$ cat config.mk
export PLATFORM = sky130hd
export DESIGN_NAME = rbs_front
export DESIGN_NICKNAME = d
export VERILOG_FILES = /design/src/rtl/core/rbs_pkg.sv /design/src/rtl/core/rbs_front.sv
export SDC_FILE = /design/constraint.sdc
export NUM_CORES = 1
export LEC_CHECK = 0
export BUFFER_PORTS_ARGS = -buffer_cell sky130_fd_sc_hd__buf_2
export CORE_AREA = 2 2 144 146
export DETAILED_ROUTE_END_ITERATION = 7
export DIE_AREA = 0 0 146 148
export GPL_ROUTABILITY_DRIVEN = 0
export PLACE_DENSITY = 0.38
export SKIP_CTS_REPAIR_TIMING = 1
export SYNTH_ARGS = -nofsm -noshare
export SYNTH_HDL_FRONTEND = slang
export SYNTH_SLANG_ARGS = --single-unit
export TNS_END_PERCENT = 50
$ cat constraint.sdc
create_clock -name clk_i -period 1.45 [get_ports clk_i]
set_input_delay 0.2175 -clock clk_i [delete_from_list [all_inputs] [get_ports clk_i]]
set_output_delay 0.2175 -clock clk_i [all_outputs]
set_load 0.01 [all_outputs]
$ cat src/rtl/core/rbs_pkg.sv
package rbs_pkg;

  localparam int unsigned MAX_DIM_DEFAULT = 16;
  localparam int unsigned QUEUE_DEPTH     = 2;
  localparam int unsigned ONE_Q16         = 65536;
  // ceil(2^22 / 3), exact floor division by three for values below 2^21
  localparam logic [20:0] RECIP3          = 21'd1398102;

  typedef enum logic [1:0] {
    KIND_LOAD = 2'd0,
    KIND_EVAL = 2'd1,
    KIND_NULL = 2'd2
  } kind_e;

  typedef enum logic [1:0] {
    REG_ROWS = 2'd0,
    REG_COLS = 2'd1,
    REG_MODE = 2'd2
  } reg_e;

  typedef struct packed {
    kind_e              kind;
    logic [3:0]         row;
    logic [3:0]         col;
    logic signed [31:0] x;
    logic signed [31:0] y;
    logic signed [31:0] z;
    logic signed [31:0] w;
    logic [16:0]        u;
    logic [16:0]        v;
  } entry_t;

  typedef struct packed {
    logic [4:0] rows;
    logic [4:0] cols;
    logic       rational;
  } cfg_t;

endpackage

$ cat src/rtl/core/rbs_front.sv
module rbs_front import rbs_pkg::*; #(
  parameter int unsigned MAX_DIM = MAX_DIM_DEFAULT
) (
  input  logic               clk_i,
  input  logic               rst_ni,
  input  logic               cfg_valid_i,
  input  logic [1:0]         cfg_index_i,
  input  logic [4:0]         cfg_data_i,
  output logic               cfg_ready_o,
  input  logic               in_valid_i,
  output logic               in_stall_o,
  input  logic               operation_i,
  input  logic [3:0]         row_i,
  input  logic [3:0]         col_i,
  input  logic signed [31:0] point_x_i,
  input  logic signed [31:0] point_y_i,
  input  logic signed [31:0] point_z_i,
  input  logic signed [31:0] point_weight_i,
  input  logic [16:0]        u_param_i,
  input  logic [16:0]        v_param_i,
  input  logic               q_full_i,
  output logic               q_push_o,
  output entry_t             q_entry_o,
  output cfg_t               cfg_o
);

  localparam logic [16:0] ONE = 17'(ONE_Q16);

  logic [4:0] rows_q, cols_q;
  logic       mode_q;
  logic [4:0] rows_c, cols_c;
  logic       accept, load_ok, grid_short;

  always_ff @(posedge clk_i or negedge rst_ni) begin
    if (!rst_ni) begin
      rows_q <= 5'd4;
      cols_q <= 5'd4;
      mode_q <= 1'b0;
    end else if (cfg_valid_i) begin
      unique case (reg_e'(cfg_index_i))
        REG_ROWS: rows_q <= cfg_data_i;
        REG_COLS: cols_q <= cfg_data_i;
        REG_MODE: mode_q <= cfg_data_i[0];
        default: ;
      endcase
    end
  end

  assign cfg_ready_o = 1'b1;

  // grids wider than the store act as the full store
  assign rows_c = (32'(rows_q) > MAX_DIM) ? 5'(MAX_DIM) : rows_q;
  assign cols_c = (32'(cols_q) > MAX_DIM) ? 5'(MAX_DIM) : cols_q;
  assign cfg_o  = '{rows: rows_c, cols: cols_c, rational: mode_q};

  assign in_stall_o = q_full_i;
  assign accept     = in_valid_i && !q_full_i;
  assign load_ok    = (32'(row_i) < MAX_DIM) && (32'(col_i) < MAX_DIM);
  assign grid_short = (rows_c < 5'd4) || (cols_c < 5'd4);

  // drop loads that fall outside the store
  assign q_push_o = accept && (operation_i || load_ok);

  always_comb begin
    q_entry_o.kind = !operation_i ? KIND_LOAD : (grid_short ? KIND_NULL : KIND_EVAL);
    q_entry_o.row  = row_i;
    q_entry_o.col  = col_i;
    q_entry_o.x    = point_x_i;
    q_entry_o.y    = point_y_i;
    q_entry_o.z    = point_z_i;
    q_entry_o.w    = point_weight_i;
    q_entry_o.u    = (u_param_i > ONE) ? ONE : u_param_i;
    q_entry_o.v    = (v_param_i > ONE) ? ONE : v_param_i;
  end

endmodule

=== After elaboration in Yosys (flattened, before gate mapping) ===
Index checks and enable logic that the tools add are counted.

* Register bits: 11
* Bits of input ports: 183
* Output and inout bits: 186

* Eq/ne operators: 2
* Muxes and demuxes: 6
* Reduce and logical (&&, ||, !) cells: 7
* Magnitude comparators: 6

{| class="wikitable"
|+ Operators by type and width
! operator !! count
|-
| 17-bit > comparator (second input constant) || 2
|-
| 17-bit 2-to-1 mux || 2
|-
| 5-bit > comparator (second input constant) || 2
|-
| 5-bit by 3-bit < comparator with 1-bit output (second input constant) || 2
|-
| 5-bit 2-to-1 mux || 2
|-
| 2-bit AND reduction || 3
|-
| 2-bit 2-to-1 mux || 2
|-
| 2-bit by 1-bit equality test with 1-bit output (second input constant) || 1
|-
| 2-bit equality test (second input constant) || 1
|-
| 2-bit logical NOT || 1
|-
| 1-bit logical AND || 1
|-
| 1-bit logical NOT || 1
|-
| 1-bit logical OR || 1
|}

=== Longest topological paths before layout ===
* Word-level depth: 6
* Depth in mapped cells: 3
* Mapped depth without buffers: 3

=== Worst setup path after synthesis ===
OpenSTA, ideal clock, no wires.

* Path kind: input port to output port
* Start point: input v_param_i[3]
* End point: output q_entry_o[10] (netlist name)
* Data arrival time: 0.998 ns
* Slack: 0.235 ns
* Stages on the path: 3
* Cells stage by stage: nor4_2 -> a41oi_2 -> nor2b_1

{| class="wikitable"
|+ RTL lines
! item !! RTL line !! source
|-
| start: declaration || rbs_front.sv:20 || <nowiki>input logic [16:0] v_param_i,</nowiki>
|-
| end: declaration || rbs_front.sv:23 || <nowiki>output entry_t q_entry_o,</nowiki>
|}

==> metrics.txt <==
status=complete, but fails checks; violated checks=negative setup slack; layout cells sized above 1=0.7560; CTS tree=yes; CTS sink cnt=11; Min-Delay Endpoint=rows_q[4]$_DFFE_PN0P_; Comb pwr share=0.411; ANT nets after route=0; critical path's slowest cell=nor4_4; Initial Util=0.09553; switching part of the total power=0.3058; Clk pwr share=0.321; initial antenna violation count=0; WHS Path Cells=2; P_sw=0.0004770 W; fin crit share=1.037; Fin Clk Skew=0 ns; Worst Reg-to-Reg Cells=2; reg-to-reg critical path endpoint=rows_q[4]$_DFFE_PN0P_; # fillers=2,371; cell family with most CP delay=buffers and inverters; Max rail drop VDD=0.7706 mV; Post-Syn Nets=410; Critical Path RT=1.23 ns; core area=20,040 um2; Buf/Inv on CP=4; Skew-Pair Late Insertion Delay=0.24 ns; WL per Instance=14.88 um; Tot GR Track Use=0.05816; grt total ovfl=0; Row Count=52; Area Overhead vs Synth=14.05%; maxcap violations=0; unrepaired setup endpoints after global routing=true; final hold vios=0; number of port buffers=95; min-delay worst type=in -> reg; Setup WS pre-CTS=-0.2509 ns; Syn Std Cell Area=1914 um2; final core occ=0.1090; # diodes=0; routed vias/inst=2.737; leakage power=0.9492 nW; Clock transition at path regs=0.04 ns; Netlist cell types=15; Die Ht=148 um; # IOs=369; crit path max fanout=6; WS Path Type=in -> out; startpoint types=input port; final setup vio count=8; final WL=7127 um; reg-to-reg slack, setup=0.53 ns; Setup crit end kind=output port; Power Dens Cells=714.3 nW/um2; Synth Instances=227; Nets=393; drt pass-1 iters=4; DP Wirelength=6243 um; setup ws final=-0.05296 ns; final worst path period need=1.503 ns; Hold Path Origin=cfg_data_i[4]; Clock Tree Buf Depth=2; number of global-route vias before repair=1,394; Root Driver=clkbuf_16; vias=1,311; detailed-route DRC error count=0; Post-Syn Area per Cell=8.433 um2; Worst R2R Start=rows_q[4]$_DFFE_PN0P_; Die ar.=21,610 um2; Initial DRC Count=19; Seq/Total Area, Yosys=0.1451; P_int=0.001083 W; largest net degree at the start of global routing=12; sequential power share=0.268; H-tree depth=1; Worst path max stage delay=0.27 ns; smallest hold slack=0.2280 ns; Final Max Slew Viols=0; first-pass GRT wire length=9280 um; Die Width=146 um; crit path launch=u_param_i[2]; Peak Freq=665.4 MHz; sequence of cells on the critical path=buf_8, nor4_4, a41oi_2, buf_6, nor2b_2, buf_4, buf_2; Num CTS Buffers=3; CP Data Arrival Time=1.29 ns; Synth Warn #=0; Synth Register Bits=11
-- logic make-up after synthesis --
| kind of cell | count (synthesis) | share of synthesized area |
|---|---|---|
| compound gates | 2 | 0.01699 |
| buf+inv | 145 | 0.5569 |
| flops | 11 | 0.1451 |
| mux | 11 | 0.06471 |
| other cells | 1 | 0.001959 |
| simple gates | 57 | 0.2144 |
-- cell usage in the layout, fill, tap and decap left out, types with 3 or more instances in the layout --
cell and count:
buf_2 79, nor2b_1 34, buf_4 22, buf_6 16
mux2_2 11, dfrtp_1 9, nor4_4 8, nor2b_2 5
nor2b_4 3, clkbuf_16 3, buf_8 3
-- worst register-to-register path, stage by stage (launching register included) --
cell,delay [ns]
dfrtp_1,0.39
buf_4,0.16
mux2_2,0.25
-- synth_stat cells, drive strengths merged --
| cell | n | area share |
|---|---|---|
| buf | 139 | 0.55 |
| nor2b | 42 | 0.14 |
| mux2 | 11 | 0.065 |
| dfrtp | 9 | 0.12 |
| nor4 | 8 | 0.052 |
| clkbuf | 4 | 0.0078 |
| a41oi | 2 | 0.017 |
| dfstp | 2 | 0.027 |
| inv | 2 | 0.0039 |
| nand3b | 2 | 0.0078 |
| nor3 | 2 | 0.0052 |
| and2 | 1 | 0.0033 |
| conb | 1 | 0.0020 |
| nor2 | 1 | 0.0020 |
| nor3b | 1 | 0.0065 |
-- per-stage QoR --
step,instance area [um2],TNS (ns),std cells,total power [W]
global route,2183,-1.766,479,0.001653
floorplan,1914,0,227,0.001041
finish,2183,-0.2940,479,0.001560
detailed placement,1819,-2.788,469,0.0009765
CTS,1898,-2.857,473,0.001494
global placement,1819,-2.503,469,0.0009691
-- power by group through the flow --
| stage | Sequential [W] | Clock, W | Combinational, W |
|---|---|---|---|
| 2_1_floorplan | 0.000410 | 0 | 0.000631 |
| 3_3_place_gp | 0.000416 | 0 | 0.000553 |
| 3_5_place_dp | 0.000418 | 0 | 0.000558 |
| 4_1_cts | 0.000416 | 0.000517 | 0.000561 |
| 5_1_grt | 0.000426 | 0.000537 | 0.000690 |
| 6_report | 0.000418 | 0.000501 | 0.000641 |
-- worst max path at each step --
stage / to / slack (ns) / depth (start not counted)
6_report: q_entry_o[20] / -0.05 / 7
5_1_grt: q_entry_o[29] / -0.14 / 7
4_1_cts: q_entry_o[31] / -0.25 / 6
3_5_place_dp: q_entry_o[31] / -0.25 / 6
3_3_place_gp: q_entry_o[20] / -0.24 / 6
2_1_floorplan: q_entry_o[10] / 0.23 / 3
-- final cells by class --
type | instances | area (um2) | area share
Tap cell | 270 | 337.8 | 0.1547
Inverter | 2 | 7.507 | 0.003438
Clock buffer | 4 | 78.83 | 0.03610
Multi-Input combinational cell | 71 | 685.7 | 0.3140
Timing Repair Buffer | 121 | 795.8 | 0.3645
Sequential cell | 11 | 277.8 | 0.1272
-- state kept, by name, indices dropped and copies added, names as in the netlist --
register	flops
cols_q	5
rows_q	5
mode_q	1
-- layer usage --
layer	GRT usage	wire [um]	vias to the layer above
met4	0.04660	446	0
li1	-	-	540
met5	0	0	-
met3	0.03210	977	58
met1	0.04051	1716	574
met2	0.1120	3988	139
(Power assumes the default switching activity.)
