File: src/rtl/core/rbs_pkg.sv
package rbs_pkg;

  localparam int unsigned MAX_DIM_DEFAULT = 16;
  localparam int unsigned QUEUE_DEPTH     = 2;
  localparam int unsigned ONE_Q16         = 65536;
  // ceil(2^22 / 3), exact floor division by three for values below 2^21
  localparam logic [20:0] RECIP3          = 21'd1398102;

  typedef enum logic [1:0] {
    KIND_LOAD = 2'd0,
    KIND_EVAL = 2'd1,
    KIND_NULL = 2'd2
  } kind_e;

  typedef enum logic [1:0] {
    REG_ROWS = 2'd0,
    REG_COLS = 2'd1,
    REG_MODE = 2'd2
  } reg_e;

  typedef struct packed {
    kind_e              kind;
    logic [3:0]         row;
    logic [3:0]         col;
    logic signed [31:0] x;
    logic signed [31:0] y;
    logic signed [31:0] z;
    logic signed [31:0] w;
    logic [16:0]        u;
    logic [16:0]        v;
  } entry_t;

  typedef struct packed {
    logic [4:0] rows;
    logic [4:0] cols;
    logic       rational;
  } cfg_t;

endpackage

File: src/rtl/core/rbs_queue.sv
module rbs_queue import rbs_pkg::*; #(
  parameter int unsigned DEPTH = QUEUE_DEPTH
) (
  input  logic   clk_i,
  input  logic   rst_ni,
  input  logic   push_i,
  input  entry_t data_i,
  output logic   full_o,
  input  logic   pop_i,
  output logic   valid_o,
  output entry_t data_o
);

  localparam int unsigned PW = (DEPTH > 1) ? $clog2(DEPTH) : 1;
  localparam int unsigned CW = $clog2(DEPTH + 1);

  entry_t          slot_q [DEPTH];
  logic [PW-1:0]   wr_q, rd_q;
  logic [CW-1:0]   cnt_q;

  assign full_o  = (32'(cnt_q) == DEPTH);
  assign valid_o = (cnt_q != '0);
  assign data_o  = slot_q[rd_q];

  always_ff @(posedge clk_i) begin
    if (push_i) slot_q[wr_q] <= data_i;
  end

  always_ff @(posedge clk_i or negedge rst_ni) begin
    if (!rst_ni) begin
      wr_q  <= '0;
      rd_q  <= '0;
      cnt_q <= '0;
    end else begin
      if (push_i) wr_q <= (32'(wr_q) == DEPTH - 1) ? '0 : wr_q + 1'b1;
      if (pop_i)  rd_q <= (32'(rd_q) == DEPTH - 1) ? '0 : rd_q + 1'b1;
      if (push_i && !pop_i)      cnt_q <= cnt_q + 1'b1;
      else if (pop_i && !push_i) cnt_q <= cnt_q - 1'b1;
    end
  end

endmodule

File: config.mk
export PLATFORM = sky130hd
export DESIGN_NAME = rbs_queue
export DESIGN_NICKNAME = d
export VERILOG_FILES = /design/src/rtl/core/rbs_pkg.sv /design/src/rtl/core/rbs_queue.sv
export SDC_FILE = /design/constraint.sdc
export NUM_CORES = 1
export LEC_CHECK = 0
export BUFFER_PORTS_ARGS = -buffer_cell sky130_fd_sc_hd__clkbuf_2
export CORE_ASPECT_RATIO = 1.75
export CORE_MARGIN = 5
export CORE_UTILIZATION = 40
export DETAILED_ROUTE_END_ITERATION = 10
export PLACE_DENSITY_LB_ADDON = 0.12
export SLEW_MARGIN = 20
export SYNTH_ARGS = -nofsm -noshare
export SYNTH_HDL_FRONTEND = slang
export SYNTH_SLANG_ARGS = --single-unit
File: constraint.sdc
create_clock -name clk_i -period 9.1 [get_ports clk_i]
set_clock_uncertainty 0.15 [all_clocks]
set_input_delay 0 -clock clk_i [delete_from_list [all_inputs] [get_ports clk_i]]
set_output_delay 0 -clock clk_i [all_outputs]
set_load 0.01 [all_outputs]
Word level (Yosys, flattened, before mapping) --
Memories as Yosys holds them, arrays and structs flattened. Index checks and enable logic that the tools add are counted. Widths: inputs -> output; s select.
Storage, ports and cells: input port bits 176, memories 1, bits in writable memories 344, bits in latches 0, output and inout port bits 174, logic and storage cells 21, ROM bits 0, bits in registers 4
Memory list:
- slot_q | depth 2, width 172, rd ports 1, clocked after memory_dff 0, write ports 1, line rbs_queue.sv:17 | entry_t slot_q [DEPTH];
Operators by class: multiplexer cells 6, bitwise logic cells 0, add/subtract/negate cells 4, $mul 0, eq/ne operators 1, shifts and indexed selects 0, $lt $le $gt $ge 0, div/mod/pow operators 0, reduce and logical (&&, ||, !) cells 6
Operators with widths (count):
- $mux 1 | 4
- $mux 2 | 2
- $reduce_bool 2->1 | 2
- $add 1x1->1 const B | 2
- $add 2x1->2 const B | 1
- $eq 2x2->1 const B | 1
- $logic_and 1x1->1 | 2
- $logic_not 1->1 | 2
- $sub 2x1->2 const B | 1

Longest topological paths before layout --
Gate-level depths: netlist of run 1.
word-level depth 4, depth in mapped cells 5, gate-level depth less buffers 5

Least setup slack after synthesis of run 1 --
Ideal clock, no wire load.
path kind register -> register, start register wr_q, end memory slot_q[0][0] (netlist bit) (enable), library setup time 727 ps, clock period less this slack 8868 ps, slack 232 ps, stages on the path, launching flop included 2, data arrival time 7991 ps, buffers on the path 0, required time 8223 ps, cells stage by stage dfrtp_1 nor2b_1
RTL lines:
- start: declaration | line rbs_queue.sv:18 | logic [PW-1:0] wr_q, rd_q;
- start signal: assignment | line rbs_queue.sv:35 | if (push_i) wr_q <= (32'(wr_q) == DEPTH - 1) ? '0 : wr_q + 1'b1;
- end: declaration | line rbs_queue.sv:17
No word-level cell before the write port.

==> flow_summary.ini, run 1 <==
[synth]
async_flop_share_pct = 1.15
synth_warnings = 0
syn_area_per_cell_um2 = 23.1
synth_area_um2 = 12700
synthTopCellsByCount = 344 x edfxtp_1, 172 x mux2_2, 14 x clkbuf_8, 5 x buf_6
netlist.area_leader.share_pct = 81.3
yosysSeqAreaShare_pct = 82.1
ys.flop_type = edfxtp_1
postSynthCellCount = 551
synth_seq_cells = 348
ys_types = 13
synth.most_common_cell = edfxtp_1
synth_fp_nets = 728
synth_edf_count = 344
netlist_top_cells_area = edfxtp_1 81%, mux2_2 15%, clkbuf_8 1.5%
yosysTopAreaCell = edfxtp_1

[final_layout]
seqCellArea_um2 = 10400
drive_gt1_share_pct = 49.0
nets = 1337
final_cell_area_um2 = 18200
multi_input_area_um2 = 2030
area_delta_synth_final_pct = 43.4
fillers = 2452
diodes = 0
fin_util_pct = 58.0

[status]
outcome = finished clean

[placement]
port_buffers = 349
place_area_um2 = 14800
place.gp.congestion = 0.697
hpwl_um = 18200

[pwr]
vdd_drop_max_v = 0.000201
total_leakage_power_uw = 0.00701
power_density_nw_per_um2 = 276

[grt]
grt_pass1_wl_um = 42700
top_usage_layer = met2
use_met1_pct = 15.9
grt_pass1_vias = 7883
grt_usage_pct = 15.6
grt_util_met2_pct = 29.5
met3_usage_pct = 4.22
overflow = 0
antenna_found_initial = 4
grt_start_max_net_pins = 77

[clock_network]
cts.sink_count = 348
insertion_delay_ps = 550
clock-root-buffer = clkbuf_16
ctsHtreeMaxLevel = 1
cts_tree = done
numCtsBuffers = 31
clock_path_buffers = 3
post_cts_buffers = 0
post_cts_resized = 0
cts.reportedPaths.clkPinSlew_ps = 60

[detailed_routing]
via_per_inst = 4.59
wl_per_cell_um = 18.2
drc = 0
detail-route-antenna-nets = 0
drt_pre_antenna_iters = 4
drt_iter0_drc = 263
wl_um = 28800
num_vias = 7245

[critical_path]
path_cells = buf_4, mux2_2, clkbuf_2
reg2reg_to = slot_q[0][3]
rrSetupSlack_ps = 6500
arrival_ps = 2890
path_max_fanout = 65
path_class = flop to output pin
rr_worst_depth = 2
critPathMaxStageDelay_ps = 880
cp.required_ps = 8950
critPathLaunchType = flop
r2r_start = wr_q
end_kind = output pin
crit_slowest_cell = dfrtp_4

[sta]
finalHoldViolCount = 0
fin_setup_tns_ps = 0
grt_setup_unrepaired = no
min_period_ps = 3040
finalCritPeriodShare_pct = 33.4
worst_slew_pin_slew_ps = 1070
relSlewSlack_pct = 29.0
maxSlewViolCount = 0
setup_viol = 0
fmax_mhz = 329

[die]
pin_count = 350
coreArea_um2 = 31400
die_x_um = 145
fp.dieArea_um2 = 35600
num_rows = 86
die_height_um = 246
initial_core_util_pct = 40.4

[hold_path]
hp-class = input pin to flop
hold_path_startpoint = data_i[119]
whs_path_depth = 2
min_to = slot_q[0][119]

[flow_run]
max-cap-violations = 0
[routing by layer]
layer  part of all wire [%]  vias to the layer above  wire length [um]
li1                       -                     3411                 -
met1                     34                     3514              9710
met2                     55                      253             15700
met3                    7.7                       59              2210
met4                    3.7                        8              1050
met5                   0.15                        -                42
[placed cells by master (no fill, tap or decap), types with 4 or more instances in the layout]
master / n
dlygate4sd3_1: 239
clkinv_1: 6
clkbuf_16: 31
buf_4: 6
bufinv_16: 6
clkbuf_2: 349
clkinv_2: 11
mux2_2: 172
xor2_1: 4
edfxtp_1: 344
[per-stage QoR]
step / setup slack [ps] / std cells / hold slack (ps) / total power [uW]
CTS: 5970 / 1580 / 0.0967 / 5110
detailed placement: 6480 / 1284 / -319 / 3670
global placement: 6120 / 1283 / -322 / 3660
floorplan: 232 / 551 / -446 / 3220
global route: 5890 / 1580 / 17.7 / 5280
finish: 6060 / 1580 / 30.9 / 5020
[registers in the layout, indices dropped and copies added, names as in the netlist]
name,count
cnt_q,2
rd_q,1
slot_q,344
wr_q,1
[what timing repair did]
| item | in CTS | in global routing |
|---|---|---|
| endpoints found under the setup margin | 0 | 0 |
| hold buffers | 239 | 0 |
| endpoints found under the hold margin | 403 | 0 |
[power by group]
part           internal (uW)  switching (uW)  total [uW]
registers               2130             106        2240
logic                    675             773        1450
clock network            790             548        1340
total                   3590            1430        5020
[cell type report]
class / count / share of cell area, %
clock buffers: 34 / 4.32
clock inverters: 23 / 1.41
inverters: 1 / 0.0206
multi-input cells: 183 / 11.2
flip-flops and latches: 348 / 57.3
well taps: 396 / 2.72
repair buffers: 595 / 23.1
[worst max path at each step]
stage | startpoint | end | depth (start not counted)
6_report | rd_q | data_o[154] | 3
5_1_grt | rd_q | data_o[33] | 3
4_1_cts | rd_q | data_o[53] | 3
3_5_place_dp | wr_q | slot_q[0][37] | 2
3_3_place_gp | wr_q | slot_q[0][37] | 2
2_1_floorplan | wr_q | slot_q[0][0] | 1
[worst max-delay path, delay by kind of cell, from the launching register on]
family / cells / cell delay, ps
buf+inv: 2 / 910
flops: 1 / 880
mux: 1 / 440
[cells by family (layout without fill, tap and decap cells)]
logic type | count (synthesis) | count (layout) | synth area share (%)
simple gates | 5 | 5 | 0.227
xor+xnor | 5 | 5 | 0.345
mux | 172 | 172 | 15.2
flops | 348 | 348 | 82.1
buf+inv | 20 | 653 | 1.99
fa+ha+maj | 1 | 1 | 0.0985
(Power assumes the default switching activity.)
==> run 2, diff against run 1 <==
clock period = 2.96 ns   (was 9.1 ns; I/O delays follow)
==> flow_summary.ini, run 2 (synthesized netlist as in run 1, its figures left out) <==
[status]
outcome = finished clean

[sta]
setup_ws_ps = 459
setup_viol = 0
fmax_mhz = 400
finalCritPeriodShare_pct = 84.5
finalHoldViolCount = 0
relSlewSlack_pct = 54.2
maxSlewViolCount = 0
min_period_ps = 2500
grt_setup_unrepaired = no
worst_slew_pin_slew_ps = 687

[pwr]
seqPwrFrac_pct = 45.4
power_density_nw_per_um2 = 843
vdd_drop_max_v = 0.000640
switching_share_pct = 29.3
intPower_uw = 10700
p_sw_uw = 4440
total_leakage_power_uw = 0.00688
power_frac_clock_pct = 24.1
p_comb_share_pct = 30.5
total_power_uw = 15100

[clock_network]
post_cts_buffers = 0
ctsHtreeMaxLevel = 1
post_cts_resized = 0
numCtsBuffers = 31
cts.sink_count = 348
cts_tree = done
clock_path_buffers = 3
insertion_delay_ps = 550
cts.reportedPaths.clkPinSlew_ps = 60
clock-root-buffer = clkbuf_16
ctsHoldBuffers = 213

[critical_path]
end_kind = output pin
crit_slowest_cell = dfrtp_4
rrSetupSlack_ps = 1080
cp.required_ps = 2810
rr_worst_depth = 2
critPathLaunchType = flop
cp-startpoint = rd_q
path_class = flop to output pin
critPathMaxStageDelay_ps = 870
r2r_start = wr_q
arrival_ps = 2350
reg2reg_to = slot_q[1][13]
path_max_fanout = 46
path_cells = buf_12, mux2_2, clkbuf_2

[hold_path]
min_to = slot_q[0][64]
whs_path_depth = 2
hp-class = input pin to flop
hold_path_startpoint = data_i[64]

[final_layout]
top_regs = slot_q: 344 flops, cnt_q: 2 flops
fin_util_pct = 57.1
area_delta_synth_final_pct = 41.3
nets = 1317
max_flop_register = slot_q
final_cell_area_um2 = 18000
seqCellArea_um2 = 10400
fillers = 2511
diodes = 0
final_common_cell = clkbuf_2
drive_gt1_share_pct = 49.9
multi_input_area_um2 = 2030
final_cell_mix = 349 x clkbuf_2, 344 x edfxtp_1, 213 x dlygate4sd3_1
largest_reg_flops = 344

[grt]
grt_pass1_vias = 8185
grt_pass1_wl_um = 44100
grt_start_max_net_pins = 95
grt_usage_pct = 16.3
overflow = 0
antenna_found_initial = 0

[placement]
port_buffers = 349
hpwl_um = 19900
place.gp.congestion = 0.765
place_area_um2 = 14900
dpl_worst_slack_ps = 1000

[detailed_routing]
wl_um = 30000
num_vias = 7210
via_per_inst = 4.63
drt_pre_antenna_iters = 4
detail-route-antenna-nets = 0
drt_iter0_drc = 224
wl_per_cell_um = 19.2
drc = 0

[die]
pin_count = 350
coreArea_um2 = 31400
die_height_um = 246
num_rows = 86
initial_core_util_pct = 40.4
fp.dieArea_um2 = 35600
die_x_um = 145

[flow_run]
max-cap-violations = 0
==> run 2: changes by cell type in the layout (fill, tap and decap cells not counted) <==
cell / delta
buf_12: +8
buf_16: -1
buf_4: -1
bufinv_16: -5
clkbuf_1: +3
clkinv_1: +1
clkinv_2: -3
clkinvlp_4: +2
dlygate4sd3_1: -26
==> run 2: worst max-delay path: cells and delay by family, from the launching register on <==
kind                   cells  cell delay, ps
buffers and inverters      2             500
muxes                      1             370
DFF                        1             870
==> run 2: power by group through the flow <==
stage,sequential [uW],combinational (uW),clock [uW]
2_1_floorplan,6850,2890,0
3_3_place_gp,6940,4520,0
3_5_place_dp,6980,4480,0
4_1_cts,6880,4740,3790
5_1_grt,6940,4970,3990
6_report,6870,4620,3650
==> run 2: stage by stage <==
stage / std cells / hold slack, ps / setup TNS, ps
final: 1558 / 29.2 / 0
after global routing: 1558 / 11.7 / 0
after global placement: 1290 / -334 / 0
after floorplan: 551 / -446 / -132680
after CTS: 1558 / 0.210 / 0
after detailed placement: 1290 / -337 / 0
==> run 2: cell type report <==
| class | instances | share of cell area, % |
|---|---|---|
| flip-flops and latches | 348 | 58.1 |
| multi-input cells | 183 | 11.3 |
| clock inverters | 18 | 0.620 |
| clock buffers | 37 | 4.45 |
| inverters | 1 | 0.0209 |
| well taps | 396 | 2.76 |
| repair buffers | 575 | 22.7 |
==> run 2: per-layer routing <==
| metal | wire length (um) | track usage [%] | up-vias |
|---|---|---|---|
| li1 | - | - | 3385 |
| met1 | 9730 | 16.0 | 3500 |
| met2 | 16800 | 31.1 | 248 |
| met3 | 1960 | 3.64 | 77 |
| met4 | 1540 | 8.18 | 0 |
| met5 | 0 | 0 | - |
==> run 2: how the worst max path moves through the flow <==
stage                   endpoint  slack, ps  cells past startpoint
floorplan           slot_q[0][0]       -590                      1
global placement      data_o[81]       1000                      3
detailed placement    data_o[73]       1000                      3
CTS                   data_o[73]        380                      3
global route          data_o[73]        320                      3
finish                data_o[81]        460                      3
==> run 3, diff against run 2 <==
ABC_AREA = 1   (was not set)
clock period = 2 ns   (was 2.96 ns; I/O delays follow)
==> flow_summary.ini, run 3 <==
[status]
outcome = complete, but fails checks
failed_checks = setup timing

[critical_path]
arrival_ps = 1850
critPathLaunchType = flop
crit_slowest_cell = dfrtp_4
cpLargestDelayFamily = flip-flops
path_cells = clkbuf_16, buf_16, mux2_4, buf_6
cp_num_buf_inv = 3
path_max_fanout = 8
path_class = flop to output pin
cp.required_ps = 1850
critPathMaxStageDelay_ps = 540
end_kind = output pin

[detailed_routing]
wl_um = 30000
via_per_inst = 4.64
drc = 0
drt_pre_antenna_iters = 4
drt_iter0_drc = 199
num_vias = 7249
wl_per_cell_um = 19.2
detail-route-antenna-nets = 0

[clock_network]
clock-root-buffer = clkbuf_16
numCtsBuffers = 34
clock_path_buffers = 3
ctsHtreeMaxLevel = 2
cts.sink_count = 348
insertion_delay_ps = 510
cts_tree = done
cts.reportedPaths.clkPinSlew_ps = 60

[placement]
port_buffers = 349
place_area_um2 = 15100
hpwl_um = 19500
place.gp.congestion = 0.722

[die]
pin_count = 350
num_rows = 86
die_height_um = 246
fp.dieArea_um2 = 35600
initial_core_util_pct = 40.5
coreArea_um2 = 31400
die_x_um = 145

[pwr]
total_leakage_power_uw = 0.00722
p_sw_uw = 6990
intPower_uw = 17700
p_comb_share_pct = 34.2
power_density_nw_per_um2 = 1330
seqPwrFrac_pct = 40.4
switching_share_pct = 28.3
power_frac_clock_pct = 25.5
vdd_drop_max_v = 0.000851

[final_layout]
nets = 1317
fin_util_pct = 59.0
area_delta_synth_final_pct = 45.7
drive_gt1_share_pct = 52.6
final_common_cell = edfxtp_1
largest_reg_flops = 344
final_cell_mix = 344 x edfxtp_1, 317 x clkbuf_2, 176 x dlygate4sd3_1
max_flop_register = slot_q
final_cell_area_um2 = 18500
top_regs = slot_q: 344 flops, cnt_q: 2 flops

[synth]
synth_seq_cells = 348
netlist.area_leader.share_pct = 81.2
ys_types = 13
synthTopCellsByCount = 344 x edfxtp_1, 172 x mux2_2, 14 x clkbuf_8, 7 x inv_1, 6 x nand2_1
yosysTopAreaCell = edfxtp_1
synth_area_um2 = 12700
postSynthCellCount = 560
synth_warnings = 0
yosysSeqAreaShare_pct = 82.0
ys.flop_type = edfxtp_1
synth.most_common_cell = edfxtp_1
syn_area_per_cell_um2 = 22.7
synth_edf_count = 344
synth_fp_nets = 737
netlist_top_cells_area = edfxtp_1 81%, mux2_2 15%, clkbuf_8 1.5%
async_flop_share_pct = 1.15

[sta]
setup_viol = 2
relSlewSlack_pct = 79.6
grt_setup_unrepaired = yes
maxSlewViolCount = 0
finalHoldViolCount = 0
finalCritPeriodShare_pct = 100
worst_slew_pin_slew_ps = 306
setup_ws_ps = -4.66
whs_ps = 69.1
fmax_mhz = 499
min_period_ps = 2000

[grt]
antenna_found_initial = 2
grt_pass1_wl_um = 43300
overflow = 0
grt_usage_pct = 16.0
grt_pass1_vias = 8059
grt_start_max_net_pins = 52

[hold_path]
hp-class = input pin to flop

[flow_run]
max-cap-violations = 0
run 3: cell count changes in the layout (fill, tap and decap cells not counted), moves of 6 or more:
| cell | change |
|---|---|
| mux2_4 | +19 |
| buf_12 | +6 |
| clkbuf_2 | -32 |
| dlygate4sd3_1 | -37 |
| clkbuf_16 | +13 |
| buf_6 | +34 |
| mux2_2 | -19 |
run 3: area by class of cell:
type	instances	area [um^2]
sequential	348	10400
inverter	7	30.0
fill	2473	12900
clock inverter	17	156
clock buffer	43	948
multi-input combinational	186	2100
tap	396	495
antenna	1	2.50
timing repair buffer	563	4370
run 3: cells by family after synthesis:
group | synth area share [%]
buf+inv | 2.16
fa+ha+maj | 0.0983
mux | 15.2
flops | 82.0
xor+xnor | 0.207
simple gates | 0.325
run 3: worst paths after layout:
path | cells past startpoint | endpoint | slack (ps) | from
max in group asynchronous | 3 | rd_q | 1160 | rst_ni
setup / recovery | 4 | data_o[98] | -5 | rd_q
hold / removal | 2 | slot_q[1][104] | 70 | data_i[104]
min in group asynchronous | 3 | rd_q | 300 | rst_ni
setup reg to reg | 3 | slot_q[0][115] | 410 | wr_q
hold reg to reg | 2 | cnt_q[1] | 320 | cnt_q[1]
run 3: through the flow:
stage,setup TNS (ps),instances,worst slack [ps],power [uW]
after global placement,0,1310,419,17200
final,-6.27,1561,-4.66,24700
after global routing,-8260,1561,-81.5,25900
after CTS,-3530,1548,-76.1,24000
after floorplan,-539650,560,-1590,14400
after detailed placement,0,1310,411,17200
run 3: layer usage:
layer	vias to the layer above	share of wire, %	GRT usage (%)
met4	2	3.4	6.04
met3	50	7.1	4.40
met2	243	56	30.3
li1	3395	-	-
met1	3559	33	16.1
met5	-	0.043	0
run 3: timing repair:
| item | CTS | global route |
|---|---|---|
| endpoints found under the setup margin | 167 | 108 |
| setup buffers | 2 | 3 |
| hold buffers | 176 | 0 |
| cloned | 0 | 9 |
| endpoints found under the hold margin | 352 | 0 |
| gates resized for setup | 3 | 110 |
| pin swaps | 0 | 0 |
run 3: power by group through the flow:
stage                     clock network [uW]  registers (uW)  logic, uW
after global placement                     0           10100       7040
after global routing                    6820           10100       9020
after floorplan                            0           10200       4280
after detailed placement                   0           10200       7010
final                                   6300            9980       8450
after CTS                               6530            9960       7490
